`src/hdl/kwc_pkg.sv`:
```
package kwc_pkg;

    localparam int DATA_W  = 32;
    localparam int TAG_W   = 5;
    localparam int UNIT_W  = DATA_W + TAG_W;
    localparam int SLICE_W = 7;
    localparam int LAST_W  = UNIT_W - (UNIT_W / SLICE_W) * SLICE_W;
    localparam int SLICES  = (UNIT_W + SLICE_W - 1) / SLICE_W;
    localparam int SLICE_CNT_W = $clog2(SLICES);
    localparam int BITS_W  = $clog2(SLICE_W + 1);
    localparam int CFG_W   = 5;

    localparam logic [DATA_W-1:0] CRC_POLY = 32'h82F6_3B78;

    typedef logic [DATA_W-1:0] t_crc;
    typedef logic [UNIT_W-1:0] t_unit;

endpackage

```
`src/hdl/kwc_key_if.sv`:
```
interface kwc_key_if;
    logic                        valid;
    logic                        ready;
    logic [kwc_pkg::DATA_W-1:0]  key_word;

    modport source (output valid, output key_word, input ready);
    modport sink   (input valid, input key_word, output ready);
endinterface

```
`src/hdl/kwc_crc_if.sv`:
```
interface kwc_crc_if;
    logic                        valid;
    logic                        ready;
    logic [kwc_pkg::DATA_W-1:0]  crc_value;

    modport source (output valid, output crc_value, input ready);
    modport sink   (input valid, input crc_value, output ready);
endinterface

```
`src/hdl/kwc_fold.sv`:
```
// folds up to one slice of bits, lsb first, into a reflected crc
module kwc_fold (
    input  kwc_pkg::t_crc                   i_crc,
    input  logic [kwc_pkg::SLICE_W-1:0]     i_bits,
    input  logic [kwc_pkg::BITS_W-1:0]      i_nbits,
    output kwc_pkg::t_crc                   o_crc
);

    always_comb begin
        kwc_pkg::t_crc c;
        c = i_crc;
        for (int b = 0; b < kwc_pkg::SLICE_W; b++) begin
            if (kwc_pkg::BITS_W'(b) < i_nbits) begin
                c[0] = c[0] ^ i_bits[b];
                if (c[0]) begin
                    c = (c >> 1) ^ kwc_pkg::CRC_POLY;
                end else begin
                    c = c >> 1;
                end
            end
        end
        o_crc = c;
    end

endmodule

```
`src/hdl/key_word_crc32c.sv`:
```
// Reflected CRC-32C (poly 0x82F63B78, init 0, no final xor) over KEY_WORDS
// 32-bit key words sent highest position first. Each word is folded as a
// 37-bit unit (data, then 5-bit position+1) by one shared 7-bit slice folder.
// A word is accepted and then folded slice by slice, and the
// input is not ready meanwhile. The first word of a run also folds pad_words
// zero units first. After the last word the CRC goes to an output register;
// the block waits there only if the previous result has not been taken yet.
// pad_words is sampled when the first word of a run is accepted.
module key_word_crc32c #(
    parameter int KEY_WORDS = 8
) (
    input  logic                        i_clk,
    input  logic                        i_rst_n,
    input  logic                        i_cfg_wr_en,
    input  logic [kwc_pkg::CFG_W-1:0]   i_cfg_wr_data,
    kwc_key_if.sink                     i_key,
    kwc_crc_if.source                   o_crc
);

    localparam int WCNT_W = 3;

    typedef enum logic [1:0] {ST_IDLE, ST_PAD, ST_KEY, ST_DONE} t_state;

    t_state                             r_state, n_state;
    kwc_pkg::t_crc                      r_crc, n_crc;
    kwc_pkg::t_unit                     r_unit, n_unit;
    logic [kwc_pkg::SLICE_CNT_W-1:0]    r_slice, n_slice;
    logic [kwc_pkg::CFG_W-1:0]          r_pad_n, n_pad_n;
    logic [kwc_pkg::CFG_W-1:0]          r_pad_cfg;
    logic [WCNT_W-1:0]                  r_words, n_words;
    logic [kwc_pkg::DATA_W-1:0]         r_word, n_word;
    logic                               r_out_valid, n_out_valid;
    kwc_pkg::t_crc                      r_out_crc, n_out_crc;

    kwc_pkg::t_crc                      w_fold;
    logic [kwc_pkg::BITS_W-1:0]         w_nbits;
    logic                               w_last_slice;
    logic                               w_slot_free;
    logic                               w_accept;

    function automatic logic [kwc_pkg::TAG_W-1:0] pad_tag(input logic [kwc_pkg::CFG_W-1:0] n);
        pad_tag = kwc_pkg::TAG_W'(KEY_WORDS + int'(n) + 1);
    endfunction

    function automatic logic [kwc_pkg::TAG_W-1:0] key_tag(input logic [WCNT_W-1:0] w);
        key_tag = kwc_pkg::TAG_W'(KEY_WORDS - int'(w));
    endfunction

    assign w_last_slice = (r_slice == kwc_pkg::SLICE_CNT_W'(kwc_pkg::SLICES - 1));
    assign w_nbits      = w_last_slice ? kwc_pkg::BITS_W'(kwc_pkg::LAST_W)
                                       : kwc_pkg::BITS_W'(kwc_pkg::SLICE_W);
    assign w_slot_free  = !r_out_valid || o_crc.ready;
    assign w_accept     = i_key.valid && i_key.ready;

    kwc_fold u_fold (
        .i_crc   (r_crc),
        .i_bits  (r_unit[kwc_pkg::SLICE_W-1:0]),
        .i_nbits (w_nbits),
        .o_crc   (w_fold)
    );

    always_comb begin
        n_state     = r_state;
        n_crc       = r_crc;
        n_unit      = r_unit;
        n_slice     = r_slice;
        n_pad_n     = r_pad_n;
        n_words     = r_words;
        n_word      = r_word;
        n_out_valid = r_out_valid && !o_crc.ready;
        n_out_crc   = r_out_crc;

        case (r_state)
            ST_IDLE: begin
                if (w_accept) begin
                    n_slice = '0;
                    n_word  = i_key.key_word;
                    if (r_words == '0 && r_pad_cfg != '0) begin
                        n_pad_n = r_pad_cfg - 1'b1;
                        n_unit  = {pad_tag(r_pad_cfg - 1'b1), {kwc_pkg::DATA_W{1'b0}}};
                        n_state = ST_PAD;
                    end else begin
                        n_unit  = {key_tag(r_words), i_key.key_word};
                        n_state = ST_KEY;
                    end
                end
            end
            ST_PAD: begin
                n_crc   = w_fold;
                n_unit  = r_unit >> kwc_pkg::SLICE_W;
                n_slice = r_slice + 1'b1;
                if (w_last_slice) begin
                    n_slice = '0;
                    if (r_pad_n == '0) begin
                        n_unit  = {key_tag(r_words), r_word};
                        n_state = ST_KEY;
                    end else begin
                        n_pad_n = r_pad_n - 1'b1;
                        n_unit  = {pad_tag(r_pad_n - 1'b1), {kwc_pkg::DATA_W{1'b0}}};
                    end
                end
            end
            ST_KEY: begin
                n_crc   = w_fold;
                n_unit  = r_unit >> kwc_pkg::SLICE_W;
                n_slice = r_slice + 1'b1;
                if (w_last_slice) begin
                    n_slice = '0;
                    if (r_words == WCNT_W'(KEY_WORDS - 1)) begin
                        n_words = '0;
                        if (w_slot_free) begin
                            n_out_valid = 1'b1;
                            n_out_crc   = w_fold;
                            n_crc       = '0;
                            n_state     = ST_IDLE;
                        end else begin
                            n_state = ST_DONE;
                        end
                    end else begin
                        n_words = r_words + 1'b1;
                        n_state = ST_IDLE;
                    end
                end
            end
            ST_DONE: begin
                // result waits here until the previous beat is taken
                if (w_slot_free) begin
                    n_out_valid = 1'b1;
                    n_out_crc   = r_crc;
                    n_crc       = '0;
                    n_state     = ST_IDLE;
                end
            end
            default: begin
                n_state = ST_IDLE;
            end
        endcase
    end

    always_ff @(posedge i_clk) begin
        if (!i_rst_n) begin
            r_state     <= ST_IDLE;
            r_crc       <= '0;
            r_slice     <= '0;
            r_pad_n     <= '0;
            r_pad_cfg   <= '0;
            r_words     <= '0;
            r_out_valid <= 1'b0;
        end else begin
            r_state     <= n_state;
            r_crc       <= n_crc;
            r_slice     <= n_slice;
            r_pad_n     <= n_pad_n;
            r_words     <= n_words;
            r_out_valid <= n_out_valid;
            if (i_cfg_wr_en) begin
                r_pad_cfg <= i_cfg_wr_data;
            end
        end
    end

    always_ff @(posedge i_clk) begin
        r_unit    <= n_unit;
        r_word    <= n_word;
        r_out_crc <= n_out_crc;
    end

    assign i_key.ready     = (r_state == ST_IDLE);
    assign o_crc.valid     = r_out_valid;
    assign o_crc.crc_value = r_out_crc;

    a_slice_range: assert property (@(posedge i_clk) disable iff (!i_rst_n)
        r_slice <= kwc_pkg::SLICE_CNT_W'(kwc_pkg::SLICES - 1))
        else $error("slice counter out of range");

    a_done_pending: assert property (@(posedge i_clk) disable iff (!i_rst_n)
        r_state == ST_DONE |-> r_out_valid)
        else $error("holding a result with a free output slot");

    a_busy_after_beat: assert property (@(posedge i_clk) disable iff (!i_rst_n)
        w_accept |=> r_state != ST_IDLE)
        else $error("accepted beat not processed");

    a_words_range: assert property (@(posedge i_clk) disable iff (!i_rst_n)
        int'(r_words) < KEY_WORDS)
        else $error("word count out of range");

endmodule

```
`src/flat_wrapper.sv`:
```
// flat-port wrapper written by rule: the top's interface ports become plain ports
module key_word_crc32c_flat 
#(
    parameter int KEY_WORDS = 8
)
  (i_clk, i_rst_n, i_cfg_wr_en, i_cfg_wr_data, i_key_valid, i_key_key_word, i_key_ready, o_crc_valid, o_crc_crc_value, o_crc_ready);
  kwc_key_if i_key_i ();
  kwc_crc_if o_crc_i ();
  input  logic i_clk;
  input  logic i_rst_n;
  input  logic i_cfg_wr_en;
  input  logic [kwc_pkg::CFG_W-1:0] i_cfg_wr_data;
  input wire logic [$bits(i_key_i.valid)-1:0] i_key_valid;
  input wire logic [$bits(i_key_i.key_word)-1:0] i_key_key_word;
  output wire logic [$bits(i_key_i.ready)-1:0] i_key_ready;
  output wire logic [$bits(o_crc_i.valid)-1:0] o_crc_valid;
  output wire logic [$bits(o_crc_i.crc_value)-1:0] o_crc_crc_value;
  input wire logic [$bits(o_crc_i.ready)-1:0] o_crc_ready;
  assign i_key_i.valid = i_key_valid;
  assign i_key_i.key_word = i_key_key_word;
  assign i_key_ready = i_key_i.ready;
  assign o_crc_valid = o_crc_i.valid;
  assign o_crc_crc_value = o_crc_i.crc_value;
  assign o_crc_i.ready = o_crc_ready;
  key_word_crc32c #(.KEY_WORDS(KEY_WORDS)) u_core (.i_clk(i_clk), .i_rst_n(i_rst_n), .i_cfg_wr_en(i_cfg_wr_en), .i_cfg_wr_data(i_cfg_wr_data), .i_key(i_key_i), .o_crc(o_crc_i));
endmodule
```
`config.mk`:
```
export PLATFORM = sky130hd
export DESIGN_NAME = key_word_crc32c_flat
export DESIGN_NICKNAME = d
export VERILOG_FILES = /design/src/hdl/kwc_pkg.sv /design/src/hdl/kwc_key_if.sv /design/src/hdl/kwc_crc_if.sv /design/src/hdl/kwc_fold.sv /design/src/hdl/key_word_crc32c.sv /design/src/flat_wrapper.sv
export SDC_FILE = /design/constraint.sdc
export NUM_CORES = 1
export LEC_CHECK = 0
export BUFFER_PORTS_ARGS = -buffer_cell sky130_fd_sc_hd__buf_4
export CAP_MARGIN = 15
export CORE_ASPECT_RATIO = 2
export CORE_MARGIN = 2
export CORE_UTILIZATION = 60
export DETAILED_ROUTE_END_ITERATION = 16
export PLACE_DENSITY = 0.79
export SYNTH_ARGS = -nofsm -noshare
export SYNTH_HDL_FRONTEND = slang
export SYNTH_SLANG_ARGS = --single-unit
```
`constraint.sdc`:
```
create_clock -name i_clk -period 4.89 [get_ports i_clk]
set_clock_uncertainty 0.1 [all_clocks]
set_input_delay 0.2445 -clock i_clk [delete_from_list [all_inputs] [get_ports i_clk]]
set_output_delay 0.2445 -clock i_clk [all_outputs]
set_load 0.005 [all_outputs]
```
# Yosys cells after proc, flatten, opt, wreduce, memory -nomap -nowiden
# Cells that the tools add are included.
[word_totals] ff_bits=152 inputBits=42 elab_cells=130
[classes] n_addsub=9 order_cmp=7 eq_ne=14 mux=52 bitwise_logic=14 n_reduce_logical=24
[op_table] op="32-bit 2-to-1 mux" count=22
[op_table] op="37-bit 2-to-1 mux" count=4
[op_table] op="16-bit NOT with 17-bit output" count=7
[op_table] op="37-bit one-hot mux with 3 select lines" count=1
[op_table] op="32-bit one-hot mux with 3 select lines" count=1
[op_table] op="32-bit one-hot mux with 2 select lines" count=1
[op_table] op="5-bit 2-to-1 mux" count=4
[op_table] op="2-bit 2-to-1 mux" count=8
[op_table] op="5-bit AND reduction" count=3
[op_table] op="3-bit 2-to-1 mux" count=4
[op_table] op="2-bit by 1-bit inequality test with 1-bit output (second input constant)" count=6
[op_table] op="4-bit by 5-bit adder with 5-bit output (first input constant)" count=2
[op_table] op="5-bit by 2-bit adder with 5-bit output (second input constant)" count=2
[op_table] op="5-bit one-hot mux with 2 select lines" count=1
[op_table] op="2-bit AND reduction" count=5
[op_table] op="5-bit by 1-bit subtractor with 5-bit output (second input constant)" count=2
[op_table] op="3-bit less-than comparator (first input constant)" count=3
[op_table] op="2-bit one-hot mux with 4 select lines" count=1
[op_table] op="1-bit XOR" count=7
[op_table] op="3-bit by 1-bit adder with 3-bit output (second input constant)" count=2
[op_table] op="3-bit == test (second input constant)" count=2
[op_table] op="1-bit by 3-bit less-than comparator with 1-bit output (first input constant)" count=2
[op_table] op="2-bit by 3-bit less-than comparator with 1-bit output (first input constant)" count=2
[op_table] op="2-bit inequality test (second input constant)" count=3
[op_table] op="other kinds (16)" count=25

# Longest topological paths before layout
[depth] depth_word=26 depth_mapped=10 ltp_nobuf=8

# Hierarchy
# From an unflattened synthesis, not the netlist that was laid out.
[hier_totals] cells_unflattened=1084 area_unflattened_um2=10720.3
[by_module_without_submodules] mod="key_word_crc32c" instances=1 cells_per_inst=518 area_per_inst_um2=6547.5 seq_area_each_um2=4053.9
[by_module_without_submodules] mod="kwc_fold" instances=1 cells_per_inst=566 area_per_inst_um2=4172.8 seq_area_each_um2=0.0

# Worst setup path after synthesis
# Ideal clock, no wire load.
[synth_path] kind="register to register" startpoint="register u_core.r_slice[0] (netlist bit)" endpoint="register u_core.r_out_crc[0] (netlist: u_core.o_crc.crc_value[0]), enable pin" setup_time_ns=0.432 arrival_time_ns=3.010 required_ns=4.358 slack_ns=1.348 stages_incl_launch_ff=7 path_buffers=3 synth_period_minus_slack_ns=3.542 cell_sequence="dfxtp_1 and3b_1 buf_2 buf_1 clkbuf_1 nand3_1 a21oi_1"
[synth_between] elab_chain_len=3
[synth_lines] item="from (decl)" line="key_word_crc32c.sv:27" text="logic [kwc_pkg::SLICE_CNT_W-1:0] r_slice, n_slice;"
[synth_lines] item="from (signal assigned)" line="key_word_crc32c.sv:152" text="r_slice <= n_slice;"
[synth_lines] item="3-bit == test" line="key_word_crc32c.sv:49" text="assign w_last_slice = (r_slice == kwc_pkg::SLICE_CNT_W'(kwc_pkg::SLICES - 1));"
[synth_lines] item="2-bit by 1-bit inequality test with 1-bit output (no line)"
[synth_lines] item="5-bit AND reduction (no line)"
[synth_lines] item="to (signal assigned)" line="key_word_crc32c.sv:165" text="r_out_crc <= n_out_crc;"
[synth_lines] item="to (decl)" line="key_word_crc32c.sv:33" text="kwc_pkg::t_crc r_out_crc, n_out_crc;"
# Every way passes these cells.
# A chain may end at the register's enable or synchronous reset.

# Worst setup path in the final report
[layout_path] startpoint="register u_core.r_state[1]" endpoint="register u_core.r_crc[0]"
[layout_between] elab_chain_len=3 word_cells_on_any_way=7 classes_between="eq/ne: 4; mux: 1; reduce/logical: 2"
[layout_lines] item="from (decl)" line="key_word_crc32c.sv:24" text="t_state r_state, n_state;"
[layout_lines] item="from (signal assigned)" line="key_word_crc32c.sv:150" text="r_state <= n_state;"
[layout_lines] item="2-bit == test / 2-bit by 1-bit == test with 1-bit output (equally long branches)" line="key_word_crc32c.sv:73" text="case (r_state)"
[layout_lines] item="2-bit by 1-bit inequality test with 1-bit output (no line) / 3-bit nonzero test (equally long branches)"
[layout_lines] item="2-bit AND reduction (no line)"
[layout_lines] item="to (signal assigned)" line="key_word_crc32c.sv:151" text="r_crc <= n_crc;"
[layout_lines] item="to (decl)" line="key_word_crc32c.sv:25" text="kwc_pkg::t_crc r_crc, n_crc;"
# Parallel ways exist; a longest one is shown, timed or not.

==> run_results.csv <==
group,metric,value,unit
outcome,outcome,"complete, no violations",
timing,slew_headroom,26.0,%
timing,worstMarginPinSlew,1.11,ns
synth,syn_area_per_cell,10.8,um^2
synth,syn-cell-area,8150,um^2
global_routing,track_usage,29.2,%
placed_design,place.gp.congestion,0.908,
detailed_routing,routed_wire_length_per_instance,20.5,um
cts,cts_sinks,152,
timing,setup_viol,0,
cts,htreeDepth,4,
detailed_routing,ant_nets,0,
layout,drive_gt1_share,17.3,%
synth,async_reset_ff_share,0,%
global_routing,antenna_found_initial,0,
worst_hold_path,hold_path.class,"primary input to register",
critical_path,critical_path.max_fanout,33,
cts,cts_max_path_buffers,2,
detailed_routing,first_pass_iters,6,
timing,layout_worst_path_cycle_share,70.8,%
synth,synthTopCellsByCount,"101 x edfxtp_1, 89 x nand2_1, 55 x o21ai_0, 51 x dfxtp_1, 47 x xnor2_1",
global_routing,gr-total-overflow,0,
cts,cts_made_buffers,17,
placed_design,preCtsSetupSlack,1.53,ns
layout,antenna_cells,0,
synth,synth-seq-area-share,49.7,%
synth,ys_types,62,
timing,fin_setup_tns,0,ns
timing,hold_viol,0,
cts,cts_tree,"built",
detailed_routing,vias,6354,
synth,dominantRegCellSynth,"edfxtp_1",
critical_path,cp.required,5.17,ns
layout,nNetsFinal,898,
placed_design,port_buffers,75,
floorplanning,die_h,169,um
global_routing,grt_pass1_vias,6490,
floorplanning,num_rows,60,
critical_path,path_class,"register to register",
synth,synth_most_common_cell,"edfxtp_1",
synth,synth_area_leader_cell,"edfxtp_1",
synth,ys_ff_latch,152,
cts,hold_buffers,37,
floorplanning,design.core.area,13400,um^2
detailed_routing,dr.first_iter.drc_count,378,
synth,synth-edff-count,101,
timing,rsz0062_at_grt,"no",
floorplanning,die_area,14600,um^2
run,drv_cap,0,
layout,area_growth,20.2,%
cts,cts_resized,0,
critical_path,setup.worst_path.start_class,"register",
cts,path_clk_slew,0.07,ns
synth,synth_top_area_share,37.2,%
timing,fmax,0.289,GHz
detailed_routing,via_per_inst,6.27,
critical_path,cp-end-kind,"register",
floorplanning,die_x,86.4,um
cts,clk_latency,0.43,ns
cts,cts_setup_buffers,0,
global_routing,grt_max_degree,38,
timing,fin_ws,1.43,ns
detailed_routing,drc,0,
placed_design,dp_hpwl,13800,um
synth,ys_top_cells_by_area,"edfxtp_1 37%, dfxtp_1 13%, xnor2_1 5.1%, nand2_1 4.1%, xor2_1 3.5%",
floorplanning,io_pins,76,
cts,cts_root_buf,"clkbuf_16",
floorplanning,initial_utilization,61.0,%
synth,syn_nets,805,
global_routing,grt_pass1_wl,33000,um
synth,syn-instance-count,753,
timing,finalCriticalPeriod,3.46,ns
critical_path,worst-endpoint-arrival,3.74,ns
detailed_routing,wirelength,20700,um
placed_design,post_dp_cell_area,8810,um^2
layout,design_area,9790,um^2
timing,finalMaxSlewViolations,0,
synth,yosys_warnings,0,
[cells by family (layout without fill, tap and decap cells)]
kind of cell,after synthesis,in the layout,synth area share (%)
AND/OR/NAND/NOR,202,202,11.4
AO/OA/AOI/OAI,185,185,14.4
flip-flops,152,152,49.7
XOR/XNOR,104,104,15.2
buffers and inverters,65,171,3.16
multiplexers,35,35,4.56
adder cells (fa/ha/maj),10,10,1.54
[state kept, by name, indices dropped and copies added (netlist names)]
name	count
u_core.r_words	3
u_core.o_crc.crc_value	32
u_core.r_state	2
u_core.r_unit	37
u_core.r_crc	32
u_core.r_word	32
u_core.r_pad_cfg	5
u_core.r_slice	3
u_core.r_pad_n	5
u_core.o_crc.valid	1
[cells in the final DEF, fill, tap and decap left out, drive strengths merged, types with 10 or more instances in the layout]
| cell type | count |
|---|---|
| edfxtp | 101 |
| nand2 | 89 |
| buf | 85 |
| o21ai | 77 |
| xnor2 | 53 |
| dfxtp | 51 |
| nor2 | 39 |
| dlygate4sd3 | 37 |
| a22oi | 35 |
| xor2 | 35 |
| a21oi | 27 |
| inv | 26 |
| nor3 | 25 |
| mux2i | 21 |
| clkbuf | 17 |
| a22o | 15 |
| mux2 | 14 |
| xnor3 | 14 |
| nand3 | 12 |
| ha | 10 |
[worst paths after layout]
| kind | startpoint | to | slack (ns) | cells past startpoint |
|---|---|---|---|---|
| worst max-delay path | u_core.r_state[1]$_SDFFE_PN0P_ | u_core.r_crc[0]$_SDFFE_PN0P_ | 1.43 | 8 |
| worst min register to register | u_core.r_crc[25]$_SDFFE_PN0P_ | u_core.r_crc[25]$_SDFFE_PN0P_ | 0.40 | 2 |
| worst min-delay path | i_rst_n | u_core.r_pad_n[0]$_SDFFE_PN0P_ | 0.02 | 2 |
| worst max register to register | u_core.r_state[1]$_SDFFE_PN0P_ | u_core.r_crc[0]$_SDFFE_PN0P_ | 1.43 | 8 |
[per-layer routing]
layer	GRT usage (%)	vias to the layer above	share of wire (%)
li1	-	2919	-
met5	0	-	0
met2	53.7	289	56
met3	4.68	78	4.2
met4	17.0	0	5.9
met1	30.2	3068	34
[critical path: stages (launching register included)]
cell	delay [ns]
dfxtp_1	0.40
inv_1	0.09
ha_1	0.53
inv_1	0.52
o22ai_1	0.43
and3_1	0.86
nand4_1	0.19
nand4_1	0.15
a221o_1	0.12
[area by class of cell]
| class | instances | area [um^2] |
|---|---|---|
| sequential | 152 | 4050 |
| tap | 155 | 194 |
| inverter | 17 | 63.8 |
| timing repair buffer | 122 | 1010 |
| clock inverter | 15 | 189 |
| multi-input combinational | 536 | 3860 |
| clock buffer | 17 | 425 |
| fill | 907 | 3570 |
[per-stage QoR]
stage / instances / hold slack [ns] / util [%]
2_1_floorplan: 753 / 0.243 / -
6_report: 1014 / 0.0180 / 73.3
5_1_grt: 1014 / 0.0124 / 73.3
4_1_cts: 1014 / 0.0138 / 73.3
3_3_place_gp: 945 / 0.332 / 65.9
3_5_place_dp: 945 / 0.333 / 65.9
Power is not shown: default switching activity piles up to over one toggle a cycle in this logic, so the estimate is an artifact.
